===== config.mk =====
export PLATFORM = sky130hd
export DESIGN_NAME = touch_contact_release_debouncer_top
export DESIGN_NICKNAME = d
export VERILOG_FILES = /design/src/tcrd_pkg.sv /design/src/tcrd_lane.sv /design/src/tcrd_datapath.sv /design/src/tcrd_ctrl.sv /design/src/touch_contact_release_debouncer_top.sv
export SDC_FILE = /design/constraint.sdc
export NUM_CORES = 1
export LEC_CHECK = 0
export BUFFER_PORTS_ARGS = -buffer_cell sky130_fd_sc_hd__buf_2
export CORE_ASPECT_RATIO = 1.5
export CORE_MARGIN = 10
export CORE_UTILIZATION = 38
export DETAILED_ROUTE_END_ITERATION = 8
export PLACE_DENSITY = 0.57
export SLEW_MARGIN = 20
export SYNTH_ARGS = -nofsm -noshare
export SYNTH_HDL_FRONTEND = slang
export SYNTH_SLANG_ARGS = --single-unit

===== constraint.sdc =====
create_clock -name clk -period 3.15 [get_ports clk]
set_input_delay 0.315 -clock clk [delete_from_list [all_inputs] [get_ports clk]]
set_output_delay 0.315 -clock clk [all_outputs]
set_load 0.02 [all_outputs]

===== src/tcrd_pkg.sv =====
package tcrd_pkg;

  localparam int NUM_POINTERS_DEF = 2;

  localparam logic [7:0] SLOW_RATE_THRESHOLD  = 8'd20;
  localparam logic [7:0] LONG_TOUCH_THRESHOLD = 8'd100;
  localparam logic [7:0] SAMPLES_MAX          = 8'hFF;

  localparam logic [1:0]  QUIRK_RESET         = 2'd0;
  localparam logic [15:0] SHORT_TICKS_RESET   = 16'd100;
  localparam logic [15:0] LONG_TICKS_RESET    = 16'd500;
  localparam logic [15:0] TIMEOUT_TICKS_RESET = 16'd1000;

  localparam int QUIRK_SLOW_RATE   = 0;
  localparam int QUIRK_RELEASE_WA  = 1;

  // configuration register indexes
  localparam logic [1:0] CFG_QUIRK   = 2'd0;
  localparam logic [1:0] CFG_SHORT   = 2'd1;
  localparam logic [1:0] CFG_LONG    = 2'd2;
  localparam logic [1:0] CFG_TIMEOUT = 2'd3;

  typedef enum logic [1:0] {
    EV_UPDATE  = 2'd0,
    EV_RELEASE = 2'd1,
    EV_TIMEOUT = 2'd2
  } event_kind_t;

  typedef enum logic [4:0] {
    PH_WAITING    = 5'b00001,
    PH_READING    = 5'b00010,
    PH_RELEASING  = 5'b00100,
    PH_DEBOUNCING = 5'b01000,
    PH_RECOVERING = 5'b10000
  } phase_t;

  typedef struct packed {
    logic        mode;
    logic [7:0]  pointer_id;
    logic [15:0] pos_x;
    logic [15:0] pos_y;
    logic        touching;
    logic        confident;
  } in_word_t;

  typedef struct packed {
    logic [1:0]  event_kind;
    logic [3:0]  out_pointer;
    logic [15:0] out_x;
    logic [15:0] out_y;
    logic        touch_major;
    logic        last_event;
  } out_word_t;

  typedef struct packed {
    logic [1:0]  quirk;
    logic [15:0] short_ticks;
    logic [15:0] long_ticks;
    logic [15:0] timeout_ticks;
  } cfg_t;

  typedef struct packed {
    logic load_in;
    logic exec;
    logic emit_a;
    logic emit_b;
  } dp_cmd_t;

  typedef struct packed {
    logic [1:0] res_cnt;
    logic       out_free;
  } dp_stat_t;

  typedef struct packed {
    logic        expire;
    logic        rpt_emit;
    logic [1:0]  rpt_kind;
    logic        rpt_touch;
    logic [15:0] held_x;
    logic [15:0] held_y;
  } lane_out_t;

  function automatic logic [15:0] pick_debounce(input logic [7:0] n, input cfg_t cfg);
    logic use_long;
    use_long = ((n > SLOW_RATE_THRESHOLD) && cfg.quirk[QUIRK_SLOW_RATE]) ||
               (n > LONG_TOUCH_THRESHOLD);
    return use_long ? cfg.long_ticks : cfg.short_ticks;
  endfunction

endpackage


===== src/tcrd_lane.sv =====
module tcrd_lane (
  input  logic               clk,
  input  logic               rst,
  input  tcrd_pkg::cfg_t     cfg,
  input  logic               rpt_en,
  input  logic               tick_en,
  input  logic               grant,
  input  logic [15:0]        pos_x,
  input  logic [15:0]        pos_y,
  input  logic               touching,
  output tcrd_pkg::lane_out_t lane_out
);
  import tcrd_pkg::*;

  phase_t      phase, phase_next;
  logic [15:0] held_x, held_x_next;
  logic [15:0] held_y, held_y_next;
  logic [7:0]  samples, samples_next;
  logic [15:0] remaining, remaining_next;
  logic        running, running_next;
  logic [7:0]  samp_new;
  logic        emit;
  logic [1:0]  kind;
  logic        tch;

  always_ff @(posedge clk) begin
    if (rst) begin
      phase     <= PH_WAITING;
      held_x    <= '0;
      held_y    <= '0;
      samples   <= '0;
      remaining <= '0;
      running   <= 1'b0;
    end else begin
      phase     <= phase_next;
      held_x    <= held_x_next;
      held_y    <= held_y_next;
      samples   <= samples_next;
      remaining <= remaining_next;
      running   <= running_next;
    end
  end

  always_comb begin
    phase_next     = phase;
    held_x_next    = held_x;
    held_y_next    = held_y;
    samples_next   = samples;
    remaining_next = remaining;
    running_next   = running;
    samp_new       = (phase == PH_WAITING) ? 8'd1 :
                     (samples == SAMPLES_MAX) ? samples : samples + 8'd1;
    emit           = 1'b0;
    kind           = EV_UPDATE;
    tch            = 1'b0;
    if (rpt_en) begin
      held_x_next = pos_x;
      held_y_next = pos_y;
      unique case (phase) inside
        PH_WAITING, PH_READING: begin
          samples_next = samp_new;
          emit         = 1'b1;
          if (touching) begin
            kind        = EV_UPDATE;
            tch         = 1'b1;
            phase_next  = PH_READING;
            if (cfg.quirk[QUIRK_RELEASE_WA]) begin
              remaining_next = cfg.timeout_ticks;
              running_next   = 1'b1;
            end
          end else begin
            kind           = EV_RELEASE;
            tch            = touching;
            phase_next     = PH_DEBOUNCING;
            remaining_next = pick_debounce(samp_new, cfg);
            running_next   = 1'b1;
          end
        end
        PH_RELEASING: begin
          emit           = 1'b1;
          kind           = EV_RELEASE;
          tch            = touching;
          phase_next     = PH_DEBOUNCING;
          remaining_next = pick_debounce(samples, cfg);
          running_next   = 1'b1;
        end
        PH_DEBOUNCING: begin
        end
        PH_RECOVERING: begin
          if (touching) phase_next = PH_WAITING;
        end
        default: phase_next = PH_WAITING;
      endcase
    end else if (tick_en && running) begin
      if (remaining > 16'd1) begin
        remaining_next = remaining - 16'd1;
      end else begin
        unique case (phase)
          PH_READING: begin
            // hold one tick left when both result slots of this tick are taken
            if (grant) begin
              phase_next     = PH_RECOVERING;
              running_next   = 1'b0;
              remaining_next = '0;
            end else begin
              remaining_next = 16'd1;
            end
          end
          PH_DEBOUNCING: begin
            phase_next     = PH_WAITING;
            running_next   = 1'b0;
            remaining_next = '0;
          end
          default: begin
            running_next   = 1'b0;
            remaining_next = '0;
          end
        endcase
      end
    end
  end

  assign lane_out.expire    = running && (remaining <= 16'd1) && (phase == PH_READING);
  assign lane_out.rpt_emit  = emit;
  assign lane_out.rpt_kind  = kind;
  assign lane_out.rpt_touch = tch;
  assign lane_out.held_x    = held_x;
  assign lane_out.held_y    = held_y;

endmodule


===== src/tcrd_datapath.sv =====
module tcrd_datapath #(
  parameter int NUM_POINTERS = tcrd_pkg::NUM_POINTERS_DEF
) (
  input  logic                clk,
  input  logic                rst,
  input  tcrd_pkg::dp_cmd_t   cmd,
  output tcrd_pkg::dp_stat_t  stat,
  input  tcrd_pkg::in_word_t  item,
  input  logic                cfg_we,
  input  logic [1:0]          cfg_index,
  input  logic [15:0]         cfg_data,
  output logic                result_valid,
  input  logic                result_ready,
  output tcrd_pkg::out_word_t result
);
  import tcrd_pkg::*;

  localparam int IDX_W = (NUM_POINTERS > 1) ? $clog2(NUM_POINTERS) : 1;

  cfg_t       cfg;
  in_word_t   in_reg;
  logic [1:0] res_cnt;
  logic [IDX_W-1:0] idx_a, idx_b, sel;
  logic [1:0] kind_a;
  logic       touch_a;
  logic       out_free;

  lane_out_t lane_out [NUM_POINTERS];
  logic [NUM_POINTERS-1:0] hit, expire_mask, mask2;
  logic       has_first, has_second;
  logic [IDX_W-1:0] first, second;
  logic       rpt_any, rpt_touch;
  logic [1:0] rpt_kind;

  always_ff @(posedge clk) begin
    if (rst) begin
      cfg.quirk         <= QUIRK_RESET;
      cfg.short_ticks   <= SHORT_TICKS_RESET;
      cfg.long_ticks    <= LONG_TICKS_RESET;
      cfg.timeout_ticks <= TIMEOUT_TICKS_RESET;
    end else if (cfg_we) begin
      unique case (cfg_index)
        CFG_QUIRK:   cfg.quirk         <= cfg_data[1:0];
        CFG_SHORT:   cfg.short_ticks   <= cfg_data;
        CFG_LONG:    cfg.long_ticks    <= cfg_data;
        CFG_TIMEOUT: cfg.timeout_ticks <= cfg_data;
      endcase
    end
  end

  for (genvar g = 0; g < NUM_POINTERS; g++) begin : g_lane
    assign hit[g] = (in_reg.pointer_id == 8'(g));
    assign expire_mask[g] = lane_out[g].expire;
    tcrd_lane u_lane (
      .clk      (clk),
      .rst      (rst),
      .cfg      (cfg),
      .rpt_en   (cmd.exec && !in_reg.mode && in_reg.confident && hit[g]),
      .tick_en  (cmd.exec && in_reg.mode),
      .grant    ((has_first && (first == IDX_W'(g))) ||
                 (has_second && (second == IDX_W'(g)))),
      .pos_x    (in_reg.pos_x),
      .pos_y    (in_reg.pos_y),
      .touching (in_reg.touching),
      .lane_out (lane_out[g])
    );
  end

  // lowest two expiring timeouts take this tick's result slots
  always_comb begin
    has_first  = 1'b0;
    first      = '0;
    has_second = 1'b0;
    second     = '0;
    for (int i = NUM_POINTERS - 1; i >= 0; i--) begin
      if (expire_mask[i]) begin
        has_first = 1'b1;
        first     = IDX_W'(i);
      end
    end
    for (int i = 0; i < NUM_POINTERS; i++) begin
      mask2[i] = expire_mask[i] && !(has_first && (first == IDX_W'(i)));
    end
    for (int i = NUM_POINTERS - 1; i >= 0; i--) begin
      if (mask2[i]) begin
        has_second = 1'b1;
        second     = IDX_W'(i);
      end
    end
  end

  always_comb begin
    rpt_any   = 1'b0;
    rpt_kind  = '0;
    rpt_touch = 1'b0;
    for (int i = 0; i < NUM_POINTERS; i++) begin
      rpt_any   = rpt_any | lane_out[i].rpt_emit;
      rpt_kind  = rpt_kind | (lane_out[i].rpt_emit ? lane_out[i].rpt_kind : 2'd0);
      rpt_touch = rpt_touch | (lane_out[i].rpt_emit & lane_out[i].rpt_touch);
    end
  end

  always_ff @(posedge clk) begin
    if (cmd.load_in) in_reg <= item;
  end

  always_ff @(posedge clk) begin
    if (rst) begin
      res_cnt <= '0;
    end else if (cmd.exec) begin
      if (in_reg.mode) begin
        res_cnt <= {1'b0, has_first} + {1'b0, has_second};
      end else begin
        res_cnt <= {1'b0, rpt_any};
      end
    end
  end

  always_ff @(posedge clk) begin
    if (cmd.exec) begin
      if (in_reg.mode) begin
        idx_a   <= first;
        idx_b   <= second;
        kind_a  <= EV_TIMEOUT;
        touch_a <= 1'b0;
      end else begin
        idx_a   <= in_reg.pointer_id[IDX_W-1:0];
        idx_b   <= second;
        kind_a  <= rpt_kind;
        touch_a <= rpt_touch;
      end
    end
  end

  assign out_free = !result_valid || result_ready;
  assign sel      = cmd.emit_b ? idx_b : idx_a;

  always_ff @(posedge clk) begin
    if (rst) begin
      result_valid <= 1'b0;
    end else if (cmd.emit_a || cmd.emit_b) begin
      result_valid <= 1'b1;
    end else if (result_ready) begin
      result_valid <= 1'b0;
    end
  end

  always_ff @(posedge clk) begin
    if (cmd.emit_a || cmd.emit_b) begin
      result.event_kind  <= cmd.emit_b ? EV_TIMEOUT : kind_a;
      result.out_pointer <= 4'(sel);
      result.out_x       <= lane_out[sel].held_x;
      result.out_y       <= lane_out[sel].held_y;
      result.touch_major <= cmd.emit_b ? 1'b0 : touch_a;
      result.last_event  <= cmd.emit_b || (res_cnt == 2'd1);
    end
  end

  assign stat.res_cnt  = res_cnt;
  assign stat.out_free = out_free;

endmodule


===== src/tcrd_ctrl.sv =====
module tcrd_ctrl (
  input  logic               clk,
  input  logic               rst,
  input  logic               item_valid,
  output logic               item_ready,
  input  tcrd_pkg::dp_stat_t stat,
  output tcrd_pkg::dp_cmd_t  cmd
);
  import tcrd_pkg::*;

  typedef enum logic [3:0] {
    S_IDLE   = 4'b0001,
    S_EXEC   = 4'b0010,
    S_EMIT_A = 4'b0100,
    S_EMIT_B = 4'b1000
  } state_t;

  state_t state, state_next;

  always_ff @(posedge clk) begin
    if (rst) begin
      state <= S_IDLE;
    end else begin
      state <= state_next;
    end
  end

  always_comb begin
    state_next = state;
    cmd        = '0;
    item_ready = 1'b0;
    unique case (state)
      S_IDLE: begin
        item_ready = 1'b1;
        if (item_valid) begin
          cmd.load_in = 1'b1;
          state_next  = S_EXEC;
        end
      end
      S_EXEC: begin
        cmd.exec   = 1'b1;
        state_next = S_EMIT_A;
      end
      S_EMIT_A: begin
        if (stat.res_cnt == 2'd0) begin
          state_next = S_IDLE;
        end else if (stat.out_free) begin
          cmd.emit_a = 1'b1;
          state_next = (stat.res_cnt == 2'd2) ? S_EMIT_B : S_IDLE;
        end
      end
      S_EMIT_B: begin
        if (stat.out_free) begin
          cmd.emit_b = 1'b1;
          state_next = S_IDLE;
        end
      end
      default: state_next = S_IDLE;
    endcase
  end

endmodule


===== src/touch_contact_release_debouncer_top.sv =====
// channel   direction  handshake                  word
// item      in         item_valid / item_ready    tcrd_pkg::in_word_t
// result    out        result_valid / result_ready tcrd_pkg::out_word_t
// cfg       in         cfg_we (no wait)           cfg_index, cfg_data
//
// An item passes through accept, execute and first word out, plus an emit step for a second
// result word; the single output register and the controller's walk over it set this.
// A tick updates all pointer timers together in the execute state. rst is synchronous;
// lane state, cfg, res_cnt and result_valid reset, but in_reg, idx and result do not.
// A stalled result holds the controller until the output register frees up.
module touch_contact_release_debouncer_top #(
  parameter int NUM_POINTERS = tcrd_pkg::NUM_POINTERS_DEF
) (
  input  logic                clk,
  input  logic                rst,
  input  logic                item_valid,
  output logic                item_ready,
  input  tcrd_pkg::in_word_t  item,
  output logic                result_valid,
  input  logic                result_ready,
  output tcrd_pkg::out_word_t result,
  input  logic                cfg_we,
  input  logic [1:0]          cfg_index,
  input  logic [15:0]         cfg_data
);
  import tcrd_pkg::*;

  dp_cmd_t  cmd;
  dp_stat_t stat;

  tcrd_ctrl u_ctrl (
    .clk        (clk),
    .rst        (rst),
    .item_valid (item_valid),
    .item_ready (item_ready),
    .stat       (stat),
    .cmd        (cmd)
  );

  tcrd_datapath #(
    .NUM_POINTERS (NUM_POINTERS)
  ) u_dp (
    .clk          (clk),
    .rst          (rst),
    .cmd          (cmd),
    .stat         (stat),
    .item         (item),
    .cfg_we       (cfg_we),
    .cfg_index    (cfg_index),
    .cfg_data     (cfg_data),
    .result_valid (result_valid),
    .result_ready (result_ready),
    .result       (result)
  );

endmodule


==> metrics.txt <==
# TYPE chip_impl_metric gauge
chip_impl_info{name="synthMostInstantiatedCell",value="nand2_1"} 1
chip_impl_info{name="timing.critical_path.cells",value="or4_1 -> or3_4 -> nor2_2 -> nand3_1 -> ha_1 -> o21ai_2 -> nand4_1 -> nand2_1 -> nand3_1 -> and2_1 -> a211o_1"} 1
chip_impl_metric{name="floorplan.initialDensity",unit="%"} 38.4
chip_impl_metric{name="areaGrowthSynthToFinish",unit="%"} 21.3
chip_impl_info{name="critPathSlowestCell",value="or4_1"} 1
chip_impl_metric{name="synth_seq_cells",unit=""} 264
chip_impl_metric{name="numClockSinks",unit=""} 264
chip_impl_metric{name="period_needed",unit="ns"} 2.91
chip_impl_metric{name="worstPathMaxFanout",unit=""} 7
chip_impl_metric{name="critPathMaxStageDelay",unit="ns"} 0.58
chip_impl_info{name="cp_common_cell",value="nand3_1"} 1
chip_impl_metric{name="synth_top_area_share",unit="%"} 30.1
chip_impl_metric{name="gp_congestion",unit=""} 0.864
chip_impl_metric{name="worst_slack",unit="ns"} 0.241
chip_impl_metric{name="rows",unit=""} 79
chip_impl_metric{name="nFillCells",unit=""} 2977
chip_impl_info{name="synth_flop_cell",value="dfxtp_1"} 1
chip_impl_metric{name="grt_overflow",unit=""} 0
chip_impl_metric{name="slew-limit-headroom",unit="%"} 43.5
chip_impl_metric{name="mappedNetlistArea",unit="um2"} 11900
chip_impl_info{name="largest_area_contributor_in_the_synthesized_netlist",value="dfxtp_1"} 1
chip_impl_metric{name="finalMaxSlewViolations",unit=""} 0
chip_impl_metric{name="io_buffers",unit=""} 104
chip_impl_info{name="synth_top_area_cells",value="dfxtp_1 (30%), edfxtp_1 (21%), nand2_1 (8.7%), a21oi_1 (5.9%), mux2_2 (4.5%)"} 1
chip_impl_metric{name="worst_ep_arrival_time",unit="ns"} 3.33
chip_impl_metric{name="power.static_leakage",unit="nW"} 5.32
chip_impl_metric{name="layout.nets",unit=""} 1517
chip_impl_metric{name="syn_inst",unit=""} 1282
chip_impl_metric{name="synth_edf_count",unit=""} 85
chip_impl_metric{name="numCtsBuffers",unit=""} 27
chip_impl_info{name="rsz_0062_raised_after_global_routing",value="no"} 1
chip_impl_metric{name="grt_max_degree",unit=""} 50
chip_impl_metric{name="tightest_slew",unit="ns"} 0.845
chip_impl_metric{name="average_cell_area_after_synthesis",unit="um2"} 9.27
chip_impl_metric{name="grt_pass1_vias",unit=""} 9847
chip_impl_metric{name="grt_util_all_layers",unit="%"} 16.4
chip_impl_metric{name="max_cap_viol_count",unit=""} 0
chip_impl_metric{name="io_pins",unit=""} 108
chip_impl_metric{name="fin_crit_sh",unit="%"} 92.4
chip_impl_metric{name="final.hold.worst_slack",unit="ns"} 0.0212
chip_impl_metric{name="synth_seq_area_share",unit="%"} 51.6
chip_impl_metric{name="worst_skew_pair.late_latency",unit="ns"} 0.54
chip_impl_info{name="min_path_type",value="in -> reg"} 1
chip_impl_metric{name="cellPowerDensity",unit="nW/um2"} 493
chip_impl_metric{name="clock.fmax",unit="GHz"} 0.344
chip_impl_metric{name="synthesis.yosys.warnings",unit=""} 0
chip_impl_metric{name="cp.required",unit="ns"} 3.58
chip_impl_metric{name="asyncSetResetFlopFracSynth",unit="%"} 0
chip_impl_metric{name="layout-drive-gt1-share",unit="%"} 20.4
chip_impl_metric{name="wire_per_inst",unit="um"} 17.6
chip_impl_metric{name="drt_pass1_iterations",unit=""} 6
chip_impl_metric{name="route.detailed.vias_per_inst",unit=""} 5.28
chip_impl_info{name="status",value="complete, no violations"} 1
chip_impl_metric{name="preCtsSetupSlack",unit="ns"} 0.0336
chip_impl_info{name="cts_tree",value="built"} 1
chip_impl_metric{name="setup_viol",unit=""} 0
chip_impl_info{name="ctsRootBufferMaster",value="clkbuf_16"} 1
chip_impl_info{name="path_type_of_the_worst_setup_path",value="reg -> reg"} 1
chip_impl_info{name="post_synth_most_frequent_cells",value="nand2_1 (275), dfxtp_1 (179), a21oi_1 (140)"} 1
chip_impl_info{name="nature_of_the_critical_path_endpoint",value="flop"} 1
chip_impl_metric{name="grt_first_pass_wirelength",unit="mm"} 52.2
chip_impl_metric{name="die_width",unit="um"} 164
chip_impl_metric{name="max-clock-path-buffers",unit=""} 3
chip_impl_metric{name="ir_drop",unit="V"} 0.000307
chip_impl_metric{name="clock_tree.htree_level_count",unit=""} 1
chip_impl_metric{name="vias",unit=""} 9849
chip_impl_metric{name="drc",unit=""} 0
chip_impl_metric{name="design.die.area",unit="um2"} 38900
chip_impl_metric{name="drt_wl_total",unit="mm"} 32.9
chip_impl_metric{name="coreArea",unit="um2"} 30900
chip_impl_metric{name="clock_pin_slew_of_the_registers_on_the_worst_case_setup_and_hold_paths",unit="ns"} 0.06
chip_impl_metric{name="yosys.cell_types.count",unit=""} 83
chip_impl_metric{name="route.antenna.remaining_nets",unit=""} 0
chip_impl_metric{name="setup-tns-final",unit="ns"} 0
chip_impl_metric{name="initial_antenna_violation_count",unit=""} 1
chip_impl_metric{name="dp.final_hpwl",unit="mm"} 22.6
chip_impl_metric{name="detailedRoute.firstIterationViolations",unit=""} 641
chip_impl_metric{name="finalClockSkew",unit="ns"} 0.00780
chip_impl_metric{name="hold_viol_final",unit=""} 0
chip_impl_metric{name="die-height",unit="um"} 237
chip_impl_metric{name="largest_reg_flops",unit=""} 50
chip_impl_info{name="worst_setup_path_start_kind",value="flop"} 1
-- routing by layer --
layer	wire, um	track usage, %
met1	13600	19.2
met2	16700	29.2
met3	1380	2.24
met4	1260	6.81
met5	0	0
-- cell families after synthesis --
logic type	after synthesis	share of synthesized area, %
adder cells (fa/ha/maj)	10	1.05
AO/OA/AOI/OAI	284	14.3
flip-flops	264	51.6
multiplexers	70	6.64
buffers and inverters	93	3.48
XOR/XNOR	12	0.884
other	1	0.0315
AND/OR/NAND/NOR	548	22.0
-- metrics by stage --
step | power [W] | area [um2] | util [%] | std cells
2_1_floorplan | 0.00389 | 11900 | - | 1284
3_3_place_gp | 0.00405 | 13000 | 42.1 | 1767
3_5_place_dp | 0.00406 | 13000 | 42.1 | 1767
4_1_cts | 0.00720 | 14300 | 46.4 | 1862
5_1_grt | 0.00735 | 14400 | 46.6 | 1867
6_report | 0.00711 | 14400 | 46.6 | 1867
-- what timing repair did --
item / in CTS / in global routing
buffers inserted: 0 / 4
endpoints found under the setup margin: 0 / 18
hold buffers: 46 / 0
resized for setup: 0 / 10
hold endpoints to repair: 48 / 0
-- placed cells by master (no fill, tap or decap), types with 5 or more instances in the layout --
cell           instances
nor2b_1                5
nor2_1                93
mux2_4                 5
a211oi_1               6
nand3b_1               6
inv_1                 13
edfxtp_1              85
buf_2                103
o31ai_1                7
mux2_2                47
o21ai_0               46
buf_4                 53
a22oi_1               11
nand4_1                9
nor3_1                24
and2_1                 7
xnor2_1                9
a31oi_1                9
or3_1                  9
buf_12                 5
nor4_1                20
clkbuf_1               7
and3_1                11
o211ai_1               8
ha_1                   8
dlygate4sd3_1         46
nand2b_1              10
nand2_1              275
dfxtp_1              177
clkbuf_16             28
o31ai_2                5
o21ai_1               12
a21oi_1              140
nand3_1               32
mux2i_1               13
-- path summary, 6_finish.rpt --
path	from	endpoint	slack [ns]	depth (start not counted)
setup reg to reg	u_dp.g_lane[0].u_lane.remaining[9]$_SDFFE_PP0P_	u_dp.g_lane[0].u_lane.phase[0]$_SDFFE_PP1P_	0.24	11
hold / removal	cfg_data[8]	u_dp.cfg[24]$_SDFFE_PP1P_	0.02	3
setup / recovery	u_dp.g_lane[0].u_lane.remaining[9]$_SDFFE_PP0P_	u_dp.g_lane[0].u_lane.phase[0]$_SDFFE_PP1P_	0.24	11
hold reg to reg	u_dp.g_lane[1].u_lane.held_y[4]$_SDFFE_PP0P_	u_dp.g_lane[1].u_lane.held_y[4]$_SDFFE_PP0P_	0.45	2
-- critical path: cells and delay by family, from the launching register on --
family	cells	cell delay (ns)
AND/OR/NAND/NOR	8	1.74
AO/OA/AOI/OAI	2	0.44
flip-flops	1	0.36
adder cells (fa/ha/maj)	1	0.25
-- layout make-up --
cell class / instances / area, um2 / share of cell area, %
flip-flops and latches: 264 / 6140 / 42.6
multi-input cells: 927 / 5400 / 37.4
repair buffers: 207 / 1470 / 10.2
clock buffers: 37 / 754 / 5.23
well taps: 405 / 507 / 3.51
clock inverters: 12 / 92.6 / 0.642
inverters: 14 / 52.6 / 0.364
diodes: 1 / 2.50 / 0.0174
-- report_power, final --
group          leakage, nW  switching (W)  total, W  internal, W
registers             2.24      0.0000502   0.00364      0.00359
logic                 2.67       0.000231  0.000383     0.000152
clock network        0.416        0.00132   0.00308      0.00176
total                 5.32        0.00160   0.00711      0.00551
Power figures use the tool's default switching activity.
